File: src/sv/sidlm_pkg.sv
`default_nettype none

package sidlm_pkg;

   localparam int SAMPLE_BITS = 24;
   localparam int DELAY_DEPTH = 64;
   localparam int PTR_BITS = $clog2(DELAY_DEPTH);

   localparam int FRAC_BITS = 8;
   localparam int DELAY_BITS = 15;
   localparam int WEIGHT_BITS = 16;
   localparam int CSR_DATA_BITS = 16;
   localparam int CSR_INDEX_BITS = 3;

   localparam int ACC_BITS = SAMPLE_BITS + 34;
   localparam int MUL_A_BITS = (SAMPLE_BITS + 22 > 33) ? SAMPLE_BITS + 22 : 33;

   localparam logic [CSR_INDEX_BITS-1:0] CSR_ENABLE = 3'd0;
   localparam logic [CSR_INDEX_BITS-1:0] CSR_ITD_DELAY = 3'd1;
   localparam logic [CSR_INDEX_BITS-1:0] CSR_LEFT_GAIN = 3'd2;
   localparam logic [CSR_INDEX_BITS-1:0] CSR_RIGHT_GAIN = 3'd3;
   localparam logic [CSR_INDEX_BITS-1:0] CSR_FILTER_COEFF = 3'd4;
   localparam logic [CSR_INDEX_BITS-1:0] CSR_WET_GAIN = 3'd5;

   localparam int STEP_BITS = 5;
   localparam logic [STEP_BITS-1:0] STEP_RD_C0 = 5'd0;
   localparam logic [STEP_BITS-1:0] STEP_RD_C1 = 5'd1;
   localparam logic [STEP_BITS-1:0] STEP_RD_C2 = 5'd2;
   localparam logic [STEP_BITS-1:0] STEP_RD_C3 = 5'd3;
   localparam logic [STEP_BITS-1:0] STEP_TAP_LAST = 5'd4;
   localparam logic [STEP_BITS-1:0] STEP_COMBINE = 5'd5;
   localparam logic [STEP_BITS-1:0] STEP_MUL_C = 5'd6;
   localparam logic [STEP_BITS-1:0] STEP_MUL_B = 5'd7;
   localparam logic [STEP_BITS-1:0] STEP_MUL_A = 5'd8;
   localparam logic [STEP_BITS-1:0] STEP_HERMITE = 5'd9;
   localparam logic [STEP_BITS-1:0] STEP_GAIN = 5'd10;
   localparam logic [STEP_BITS-1:0] STEP_GAIN_SAT = 5'd11;
   localparam logic [STEP_BITS-1:0] STEP_LP1_DIFF = 5'd12;
   localparam logic [STEP_BITS-1:0] STEP_LP1_MUL = 5'd13;
   localparam logic [STEP_BITS-1:0] STEP_LP1_SUM = 5'd14;
   localparam logic [STEP_BITS-1:0] STEP_LP2_DIFF = 5'd15;
   localparam logic [STEP_BITS-1:0] STEP_LP2_MUL = 5'd16;
   localparam logic [STEP_BITS-1:0] STEP_LP2_SUM = 5'd17;
   localparam logic [STEP_BITS-1:0] STEP_WET = 5'd18;
   localparam logic [STEP_BITS-1:0] STEP_DRY = 5'd19;
   localparam logic [STEP_BITS-1:0] STEP_OUT = 5'd20;
   localparam logic [STEP_BITS-1:0] STEP_LAST = STEP_OUT;

   typedef struct packed {
      logic wr_en;
      logic calc;
      logic [STEP_BITS-1:0] step;
   } lane_ctrl_type;

endpackage

`default_nettype wire

File: src/sv/sidlm_lane.sv
`default_nettype none

module sidlm_lane import sidlm_pkg::*; (
   input  wire logic clock,
   input  wire logic reset,
   input  wire lane_ctrl_type ctrl,
   input  wire logic [PTR_BITS-1:0] wr_pos,
   input  wire logic [PTR_BITS-1:0] tap_pos,
   input  wire logic [FRAC_BITS-1:0] frac,
   input  wire logic signed [SAMPLE_BITS-1:0] wr_sample,
   input  wire logic signed [SAMPLE_BITS-1:0] dry_sample,
   input  wire logic [WEIGHT_BITS-1:0] gain,
   input  wire logic [WEIGHT_BITS-1:0] coeff,
   input  wire logic [WEIGHT_BITS-1:0] wet,
   output logic signed [SAMPLE_BITS-1:0] result
);

   localparam int TAP_EXT = SAMPLE_BITS + 4;
   localparam logic signed [ACC_BITS-1:0] SMP_MAX =
      ACC_BITS'((64'sd1 <<< (SAMPLE_BITS - 1)) - 64'sd1);
   localparam logic signed [ACC_BITS-1:0] SMP_MIN = ~SMP_MAX;
   localparam logic signed [ACC_BITS-1:0] WORD_MAX = ACC_BITS'(64'sd2147483647);
   localparam logic signed [ACC_BITS-1:0] WORD_MIN = ~WORD_MAX;
   localparam logic signed [ACC_BITS-1:0] RND_14 = ACC_BITS'(64'sd8192);
   localparam logic signed [ACC_BITS-1:0] RND_15 = ACC_BITS'(64'sd16384);
   localparam logic signed [ACC_BITS-1:0] RND_16 = ACC_BITS'(64'sd32768);
   localparam logic signed [ACC_BITS-1:0] RND_25 = ACC_BITS'(64'sd16777216);
   localparam logic signed [WEIGHT_BITS:0] UNITY = 17'sd32768;

   function automatic logic signed [SAMPLE_BITS-1:0] sat_sample(
      input logic signed [ACC_BITS-1:0] v);
      logic signed [SAMPLE_BITS-1:0] r;
      if (v > SMP_MAX) begin
         r = SMP_MAX[SAMPLE_BITS-1:0];
      end else if (v < SMP_MIN) begin
         r = SMP_MIN[SAMPLE_BITS-1:0];
      end else begin
         r = v[SAMPLE_BITS-1:0];
      end
      return r;
   endfunction

   function automatic logic signed [31:0] sat_word(input logic signed [ACC_BITS-1:0] v);
      logic signed [31:0] r;
      if (v > WORD_MAX) begin
         r = WORD_MAX[31:0];
      end else if (v < WORD_MIN) begin
         r = WORD_MIN[31:0];
      end else begin
         r = v[31:0];
      end
      return r;
   endfunction

   logic signed [SAMPLE_BITS-1:0] ring_mem [DELAY_DEPTH];
   logic signed [SAMPLE_BITS-1:0] rd_data_ff;
   logic rd_ok_ff;
   logic [PTR_BITS-1:0] rd_addr;
   logic signed [SAMPLE_BITS-1:0] rd_sample;

   logic [DELAY_DEPTH-1:0] valid_ff, valid_in;
   logic signed [SAMPLE_BITS-1:0] c0_ff, c0_in, c1_ff, c1_in, c2_ff, c2_in, c3_ff, c3_in;
   logic signed [SAMPLE_BITS:0] a_ff, a_in;
   logic signed [TAP_EXT-1:0] b_ff, b_in, cc_ff, cc_in;
   logic signed [ACC_BITS-1:0] acc_ff, acc_in;
   logic signed [31:0] x_ff, x_in;
   logic signed [32:0] d_ff, d_in;
   logic signed [31:0] st1_ff, st1_in, st2_ff, st2_in;
   logic signed [SAMPLE_BITS-1:0] res_ff, res_in;

   logic signed [TAP_EXT-1:0] e0, e1, e2, e3;
   logic signed [MUL_A_BITS-1:0] mul_a;
   logic signed [WEIGHT_BITS:0] mul_b;
   logic signed [WEIGHT_BITS:0] dry_w;
   logic signed [MUL_A_BITS+WEIGHT_BITS:0] prod;
   logic signed [ACC_BITS-1:0] addend;
   logic signed [ACC_BITS-1:0] mac;
   logic signed [31:0] lp_sum;

   assign rd_addr = tap_pos - PTR_BITS'(ctrl.step[1:0]);
   assign rd_sample = rd_ok_ff ? rd_data_ff : '0;

   always_ff @(posedge clock) begin
      if (ctrl.wr_en) begin
         ring_mem[wr_pos] <= wr_sample;
      end
      rd_data_ff <= ring_mem[rd_addr];
      rd_ok_ff <= valid_ff[rd_addr];
   end

   assign e0 = TAP_EXT'(c0_ff);
   assign e1 = TAP_EXT'(c1_ff);
   assign e2 = TAP_EXT'(c2_ff);
   assign e3 = TAP_EXT'(c3_ff);
   assign dry_w = UNITY - $signed({1'b0, wet});

   always_comb begin
      mul_a = '0;
      mul_b = '0;
      addend = '0;
      unique case (ctrl.step)
         STEP_MUL_C: begin
            mul_a = MUL_A_BITS'(cc_ff);
            mul_b = $signed({{(WEIGHT_BITS + 1 - FRAC_BITS){1'b0}}, frac});
            addend = ACC_BITS'(b_ff) <<< 8;
         end
         STEP_MUL_B: begin
            mul_a = acc_ff[MUL_A_BITS-1:0];
            mul_b = $signed({{(WEIGHT_BITS + 1 - FRAC_BITS){1'b0}}, frac});
            addend = ACC_BITS'(a_ff) <<< 16;
         end
         STEP_MUL_A: begin
            mul_a = acc_ff[MUL_A_BITS-1:0];
            mul_b = $signed({{(WEIGHT_BITS + 1 - FRAC_BITS){1'b0}}, frac});
            addend = (ACC_BITS'(c1_ff) <<< 25) + RND_25;
         end
         STEP_GAIN: begin
            mul_a = MUL_A_BITS'(x_ff);
            mul_b = $signed({1'b0, gain});
            addend = RND_14;
         end
         STEP_LP1_MUL, STEP_LP2_MUL: begin
            mul_a = MUL_A_BITS'(d_ff);
            mul_b = $signed({1'b0, coeff});
            addend = RND_16;
         end
         STEP_WET: begin
            mul_a = MUL_A_BITS'(x_ff);
            mul_b = $signed({1'b0, wet});
            addend = RND_15;
         end
         STEP_DRY: begin
            mul_a = MUL_A_BITS'(dry_sample);
            mul_b = dry_w;
            addend = acc_ff;
         end
         default: begin
         end
      endcase
   end

   assign prod = mul_a * mul_b;
   assign mac = $signed(prod[ACC_BITS-1:0]) + addend;
   assign lp_sum = sat_word(ACC_BITS'(x_ff) + (acc_ff >>> 16));

   always_comb begin
      valid_in = valid_ff;
      c0_in = c0_ff;
      c1_in = c1_ff;
      c2_in = c2_ff;
      c3_in = c3_ff;
      a_in = a_ff;
      b_in = b_ff;
      cc_in = cc_ff;
      acc_in = acc_ff;
      x_in = x_ff;
      d_in = d_ff;
      st1_in = st1_ff;
      st2_in = st2_ff;
      res_in = res_ff;
      if (ctrl.wr_en) begin
         valid_in[wr_pos] = 1'b1;
      end
      if (ctrl.calc) begin
         unique case (ctrl.step)
            STEP_RD_C1, STEP_RD_C2, STEP_RD_C3, STEP_TAP_LAST: begin
               c0_in = c1_ff;
               c1_in = c2_ff;
               c2_in = c3_ff;
               c3_in = rd_sample;
            end
            STEP_COMBINE: begin
               a_in = (SAMPLE_BITS + 1)'(c2_ff) - (SAMPLE_BITS + 1)'(c0_ff);
               b_in = (e0 <<< 1) - ((e1 <<< 2) + e1) + (e2 <<< 2) - e3;
               cc_in = ((e1 <<< 1) + e1) - e0 - ((e2 <<< 1) + e2) + e3;
            end
            STEP_MUL_C, STEP_MUL_B, STEP_MUL_A, STEP_GAIN,
            STEP_LP1_MUL, STEP_LP2_MUL, STEP_WET, STEP_DRY: begin
               acc_in = mac;
            end
            STEP_HERMITE: begin
               x_in = 32'(sat_sample(acc_ff >>> 25));
            end
            STEP_GAIN_SAT: begin
               x_in = sat_word(acc_ff >>> 14);
            end
            STEP_LP1_DIFF: begin
               d_in = 33'(st1_ff) - 33'(x_ff);
            end
            STEP_LP1_SUM: begin
               st1_in = lp_sum;
               x_in = lp_sum;
            end
            STEP_LP2_DIFF: begin
               d_in = 33'(st2_ff) - 33'(x_ff);
            end
            STEP_LP2_SUM: begin
               st2_in = lp_sum;
               x_in = lp_sum;
            end
            STEP_OUT: begin
               res_in = sat_sample(acc_ff >>> 15);
            end
            default: begin
            end
         endcase
      end
   end

   always_ff @(posedge clock) begin
      if (reset) begin
         valid_ff <= '0;
         st1_ff <= '0;
         st2_ff <= '0;
      end else begin
         valid_ff <= valid_in;
         st1_ff <= st1_in;
         st2_ff <= st2_in;
      end
   end

   always_ff @(posedge clock) begin
      c0_ff <= c0_in;
      c1_ff <= c1_in;
      c2_ff <= c2_in;
      c3_ff <= c3_in;
      a_ff <= a_in;
      b_ff <= b_in;
      cc_ff <= cc_in;
      acc_ff <= acc_in;
      x_ff <= x_in;
      d_ff <= d_in;
      res_ff <= res_in;
   end

   assign result = res_ff;

endmodule

`default_nettype wire

File: config.mk
export PLATFORM = sky130hd
export DESIGN_NAME = sidlm_lane
export DESIGN_NICKNAME = d
export VERILOG_FILES = /design/src/sv/sidlm_pkg.sv /design/src/sv/sidlm_lane.sv
export SDC_FILE = /design/constraint.sdc
export NUM_CORES = 2
export LEC_CHECK = 0
export ABC_CLOCK_PERIOD_IN_PS = 22300
export BUFFER_PORTS_ARGS = -buffer_cell sky130_fd_sc_hd__buf_2
export CAP_MARGIN = 5
export CORE_AREA = 2 2 443 445
export DETAILED_ROUTE_END_ITERATION = 7
export DIE_AREA = 0 0 445 447
export PLACE_DENSITY = 0.82
export SLEW_MARGIN = 5
export SYNTH_ARGS = -nofsm -noshare
export SYNTH_HDL_FRONTEND = slang
export SYNTH_SLANG_ARGS = --single-unit
File: constraint.sdc
create_clock -name clock -period 22.3 [get_ports clock]
set_input_delay 2.23 -clock clock [delete_from_list [all_inputs] [get_ports clock]]
set_output_delay 2.23 -clock clock [all_outputs]
set_load 0.01 [all_outputs]
Word-level counts from Yosys, hierarchy flattened
Memories as Yosys holds them, arrays and structs flattened. A register that Yosys moved wholly into a read port is not among the register bits.
Index checks and enable logic that the tools add are counted.
- $add $sub $neg: 17
- multiply operators: 1
- order comparisons: 11
- equality and inequality tests: 20
- mux-type cells: 18
- bitwise operators: 1
- reduce and logical (&&, ||, !) cells: 18
- operators by type and width (cell ; count):
    one-hot mux 58 bit (7 select lines) ; 1
    one-hot mux 46 bit (5 select lines) ; 1
    two-way mux 32 bit ; 4
    one-hot mux 32 bit (3 select lines) ; 1
    one-hot mux 17 bit (5 select lines) ; 1
    two-way mux 24 bit ; 3
    one-hot mux 33 bit (2 select lines) ; 1
    subtractor 32 x 32 -> 33 bit ; 2
    bitwise OR 64 bit ; 1
    adder 58 bit ; 1
    multiplier 46 x 17 -> 58 bit ; 1
    adder 25 x 24 -> 26 bit ; 2
    adder 49 x 26 -> 50 bit (second input constant) ; 1
    greater-than comparator 44 x 32 -> 1 bit (second input constant) ; 1
    < comparator 44 x 32 -> 1 bit (second input constant) ; 1
    adder 32 x 42 -> 43 bit ; 1
    greater-than comparator 43 x 24 -> 1 bit (second input constant) ; 1
    greater-than comparator 43 x 32 -> 1 bit (second input constant) ; 1
    < comparator 43 x 24 -> 1 bit (second input constant) ; 1
    < comparator 43 x 32 -> 1 bit (second input constant) ; 1
    == test 5 x 4 -> 1 bit (second input constant) ; 8
    greater-than comparator 33 x 24 -> 1 bit (second input constant) ; 1
    < comparator 33 x 24 -> 1 bit (second input constant) ; 1
    adder 28 x 24 -> 28 bit ; 1
    other kinds (26) ; 48
- bits in registers: 453
- bits in writable memories: 1536
- bits of input ports: 125
- memories kept: 1
- memory list (name ; words ; width ; read ports ; clocked after memory_dff ; wr ports ; RTL line ; RTL):
    ring_mem ; 64 ; 24 ; 1 ; 1 ; 1 ; sidlm_lane.sv:55 ; logic signed [SAMPLE_BITS-1:0] ring_mem [DELAY_DEPTH];

Depth between registers and ports, before layout
- depth after elaboration: 5
- mapped depth: 36
- mapped depth without buffers: 32

Least setup slack after synthesis
OpenSTA, ideal clock, no wires.
- path kind: input to register
- start point: input port ctrl[1] in the netlist's numbering
- end point: register a_ff[0], enable pin
- library setup time: 729 ps
- arrival: 10260 ps
- path slack: 11311 ps
- stages: 4
- path through: buf_2 -> inv_2 -> nand2_1 -> nor4_1
- cells in the longest elaborated chain, start to end: 2
- ends and longest elaborated chain (item ; RTL line ; RTL):
    from (decl) ; sidlm_lane.sv:6 ; input wire lane_ctrl_type ctrl,
    == test 5 x 3 -> 1 bit ; sidlm_lane.sv:165 ; unique case (ctrl.step)
    AND reduction 2 bit (no source line) ; n/a ;
    to (signal assigned) ; sidlm_lane.sv:227 ; a_ff <= a_in;
    to (decl) ; sidlm_lane.sv:63 ; logic signed [SAMPLE_BITS:0] a_ff, a_in;
No other way between the ends.
A chain may end at the register's enable or synchronous reset.

Worst setup path after layout
- start point: input port ctrl[0] in the netlist's numbering
- end point: register acc_ff[57] (data pin)
- cells in the longest elaborated chain, start to end: 5
- elaborated cells on any way between the ends: 17
- those cells by class: 1 x add/sub; 1 x mul; 8 x eq/ne; 3 x mux; 4 x reduce/logical
- ends and longest elaborated chain (item ; RTL line ; RTL):
    == test 5 x 3 -> 1 bit, or another cell as far along ; sidlm_lane.sv:101 ; unique case (ctrl.step)
    OR reduction 3 bit (no source line), or another cell as far along ; n/a ;
    one-hot mux 17 bit (5 select lines) or one-hot mux 46 bit (5 select lines) (tied branches) ; sidlm_lane.sv:101 ;
    multiplier 46 x 17 -> 58 bit ; sidlm_lane.sv:142 ; assign prod = mul_a * mul_b;
    adder 58 bit * ; sidlm_lane.sv:143 ; assign mac = $signed(prod[ACC_BITS-1:0]) + addend;
    named net mac[57] ; sidlm_lane.sv:77 ; logic signed [ACC_BITS-1:0] mac;
    to (signal assigned) ; sidlm_lane.sv:230 ; acc_ff <= acc_in;
    to (decl) ; sidlm_lane.sv:65 ; logic signed [ACC_BITS-1:0] acc_ff, acc_in;
Mark *: on every way through the listed nets, which the timed path passes. The rest lies on a longest branch.

==> impl_metrics.env <==
export IMPL_outcome="finished with violations"
export IMPL_violated_checks="DRC"
export IMPL_synth_edff_count=1860
export IMPL_timing_critical_path_from_type="primary input"
export IMPL_final_common_cell="edfxtp_1"
export IMPL_syn2layout_area_growth_pct=9.22
export IMPL_dr_total_vias=75282
export IMPL_power_per_cell_area_nw_per_um2=73.3
export IMPL_hold_worst_slack_ns=0.480
export IMPL_grt_use_total_pct=37.0
export IMPL_timing_critical_path_mode_cell="fa_1"
export IMPL_firstDrtPassIters=8
export IMPL_core_region_area_um2=194000
export IMPL_worst_ir_drop_vdd_mv=0.130
export IMPL_die_h_um=447
export IMPL_yosysUniqueCellTypes=96
export IMPL_final_net_count=9868
export IMPL_postSynthRegisterBits=2013
export IMPL_start_util_pct=59.8
export IMPL_filler_cell_count=12850
export IMPL_clk_latency_ns=0.92
export IMPL_clock_tree_htree_level_count=4
export IMPL_ys_async_sr_fraction_pct=0
export IMPL_worst_endpoint_required_ns=22.85
export IMPL_global_route_wire_length_before_repair_mm=529
export IMPL_worst_setup_path_type="in -> reg"
export IMPL_tritoncts_num_buffers=197
export IMPL_synth_yosys_warnings=0
export IMPL_syn_nets=9770
export IMPL_routabilityCongestion=0.981
export IMPL_grtUsageMet2_pct=60.4
export IMPL_postSynth_topFlopCell="edfxtp_1"
export IMPL_end_kind="register"
export IMPL_netlist_instances=8389
export IMPL_clock_tree_buffer_depth=3
export IMPL_clock_tree_root_cell="clkbuf_16"
export IMPL_yosysSeqAreaShare_pct=50.8
export IMPL_cts_resized_gates=0
export IMPL_port_buffer_count=148
export IMPL_maxCapViolations=0
export IMPL_final_antenna_net_count=0
export IMPL_setup_viol=0
export IMPL_hpwl_mm=221
export IMPL_antenna_violations_before_repair=27
export IMPL_finalSetupTns_ns=0
export IMPL_drt_wl_total_mm=363
export IMPL_final_min_clock_period_ns=11.94
export IMPL_syn_area_um2=116000
export IMPL_design_power_total_uw=9300
export IMPL_wl_per_cell_um=32.4
export IMPL_tritoncts_num_sinks=2013
export IMPL_cts_tree="built"
export IMPL_die_width_um=445
export IMPL_dr_first_iter_drc_count=10539
export IMPL_use_met1_pct=44.1
export IMPL_static_leakage_uw=0.0483
export IMPL_grt_start_max_net_pins=144
export IMPL_post_route_drc_count=6
export IMPL_cts_setup_buffers=0
export IMPL_design_portCount=149
export IMPL_critPathMaxFanout=35
export IMPL_worst_setup_hold_path_clk_slew_ns=0.06
export IMPL_worstMarginPinSlew_ns=1.40
export IMPL_vias_per_cell=6.71
export IMPL_layout_common_cells="1,860 x edfxtp_1, 1,187 x inv_1, 923 x fa_1"
export IMPL_grt_pass1_vias=77926
export IMPL_worst_ep_arrival_time_ns=12.49
export IMPL_grt_overflow_total=0
export IMPL_maxSlewHeadroom_pct=6.36
export IMPL_postSynthAreaPerCell_um2=13.8
export IMPL_timing_hold_worst_class="reg -> reg"
export IMPL_die_area_um2=199000
export IMPL_post_cts_hold_buffer_count=0
export IMPL_finalCritPeriodShare_pct=53.5
export IMPL_timing_critical_path_slowest_stage_cell="a2111oi_2"
export IMPL_max_stage_delay_ns=0.88
export IMPL_layout_cells_sized_above_1_pct=14.6
export IMPL_num_rows=162
export IMPL_most_used_routing_layer="met2"
export IMPL_timing_final_max_slew_violations=0
export IMPL_achievable_frequency_mhz=83.7
export IMPL_finClkSkew_ns=0.104
export IMPL_rsz0062_at_grt="no"
export IMPL_final_hold_viol_count=0
export IMPL_grt_util_met3_pct=7.87
report_power, final:
group | switching [uW] | internal (uW)
Combinational | 917 | 579
Sequential | 48.4 | 4200
Clock | 1640 | 1910
final timing paths:
path	startpoint	end	slack, ns	cells past startpoint
max	ctrl[0]	acc_ff[57]$_DFFE_PP_	10.36	32
min reg2reg	valid_ff[14]$_SDFFE_PP0P_	valid_ff[14]$_SDFFE_PP0P_	0.48	2
min	valid_ff[14]$_SDFFE_PP0P_	valid_ff[14]$_SDFFE_PP0P_	0.48	2
max reg2reg	acc_ff[20]$_DFFE_PP_	acc_ff[57]$_DFFE_PP_	12.96	26
cell type report:
cell class	instances	area, um2	share of cell area, %
Timing Repair Buffer	286	1880	1.48
Clock buffer	245	5220	4.12
Antenna cell	17	42.5	0.0336
Multi-Input combinational cell	4801	51600	40.7
Clock inverter	124	1440	1.13
Sequential cell	2013	58900	46.5
Inverter	1188	4460	3.52
Tap cell	2542	3180	2.51
worst max-delay path, delay by kind of cell:
family | cells | cell delay [ns]
XOR/XNOR | 1 | 0.15
buffers and inverters | 8 | 1.54
AO/OA/AOI/OAI | 11 | 3.24
adder cells (fa/ha/maj) | 7 | 3.35
AND/OR/NAND/NOR | 5 | 1.91
cells in the mapped netlist, drive strengths merged (16+ instances only):
cell type  instances  share of area (%)
nor4              16              0.099
a222oi            58               0.50
and3              37               0.20
o21bai            17               0.11
nand4             22               0.13
nand3             81               0.35
fa               924                 16
nor2             582                1.9
and2              62               0.33
edfxtp          1860                 48
nor2b             81               0.44
nand2            715                2.3
dfxtp            153                2.6
clkbuf           303               0.98
nor3              57               0.26
xor2              66               0.50
nand2b            51               0.27
a21oi            276                1.2
a21boi            19               0.12
a211oi            47               0.31
xnor2            154                1.2
o21a              41               0.27
a21o              88               0.57
mux2i             30               0.26
nand3b            60               0.39
mux2              33               0.32
buf               84               0.33
inv             1188                3.8
a22oi             35               0.23
o21ai             99               0.46
o211ai            78               0.51
o22ai             27               0.15
mux4             500                9.7
or3               16              0.086
a31oi             46               0.25
ha               332                3.6
through the flow:
step	utilization [%]	cell area [um2]	instances	setup slack, ns
2_1_floorplan	-	116000	8389	11.31
5_1_grt	65.3	127000	11204	9.92
4_1_cts	65.2	127000	11197	10.54
3_5_place_dp	61.8	120000	10828	9.76
6_report	65.3	127000	11216	10.36
3_3_place_gp	61.8	120000	10828	9.93
sequential cells by signal, indices dropped and copies added, names as in the netlist, 25 cells and up:
| signal | cells |
|---|---|
| a_ff | 25 |
| st1_ff | 32 |
| ring_mem | 1536 |
| st2_ff | 32 |
| cc_ff | 28 |
| d_ff | 33 |
| b_ff | 28 |
| x_ff | 32 |
| valid_ff | 64 |
| acc_ff | 58 |
kinds of logic after synthesis:
group,synth area share (%)
muxes,10.3
DFF,50.8
xor gates and xnor gates,1.67
AOI/OAI and AO/OA,5.69
and+or+nand+nor,6.94
adders and majority gates,19.5
buffers and inverters,5.15
routing by layer:
layer,wire [um],part of all wire [%]
met3,38200,11
met2,175000,48
met4,31200,8.6
met1,119000,33
met5,119,0.033
(Power assumes the default switching activity.)
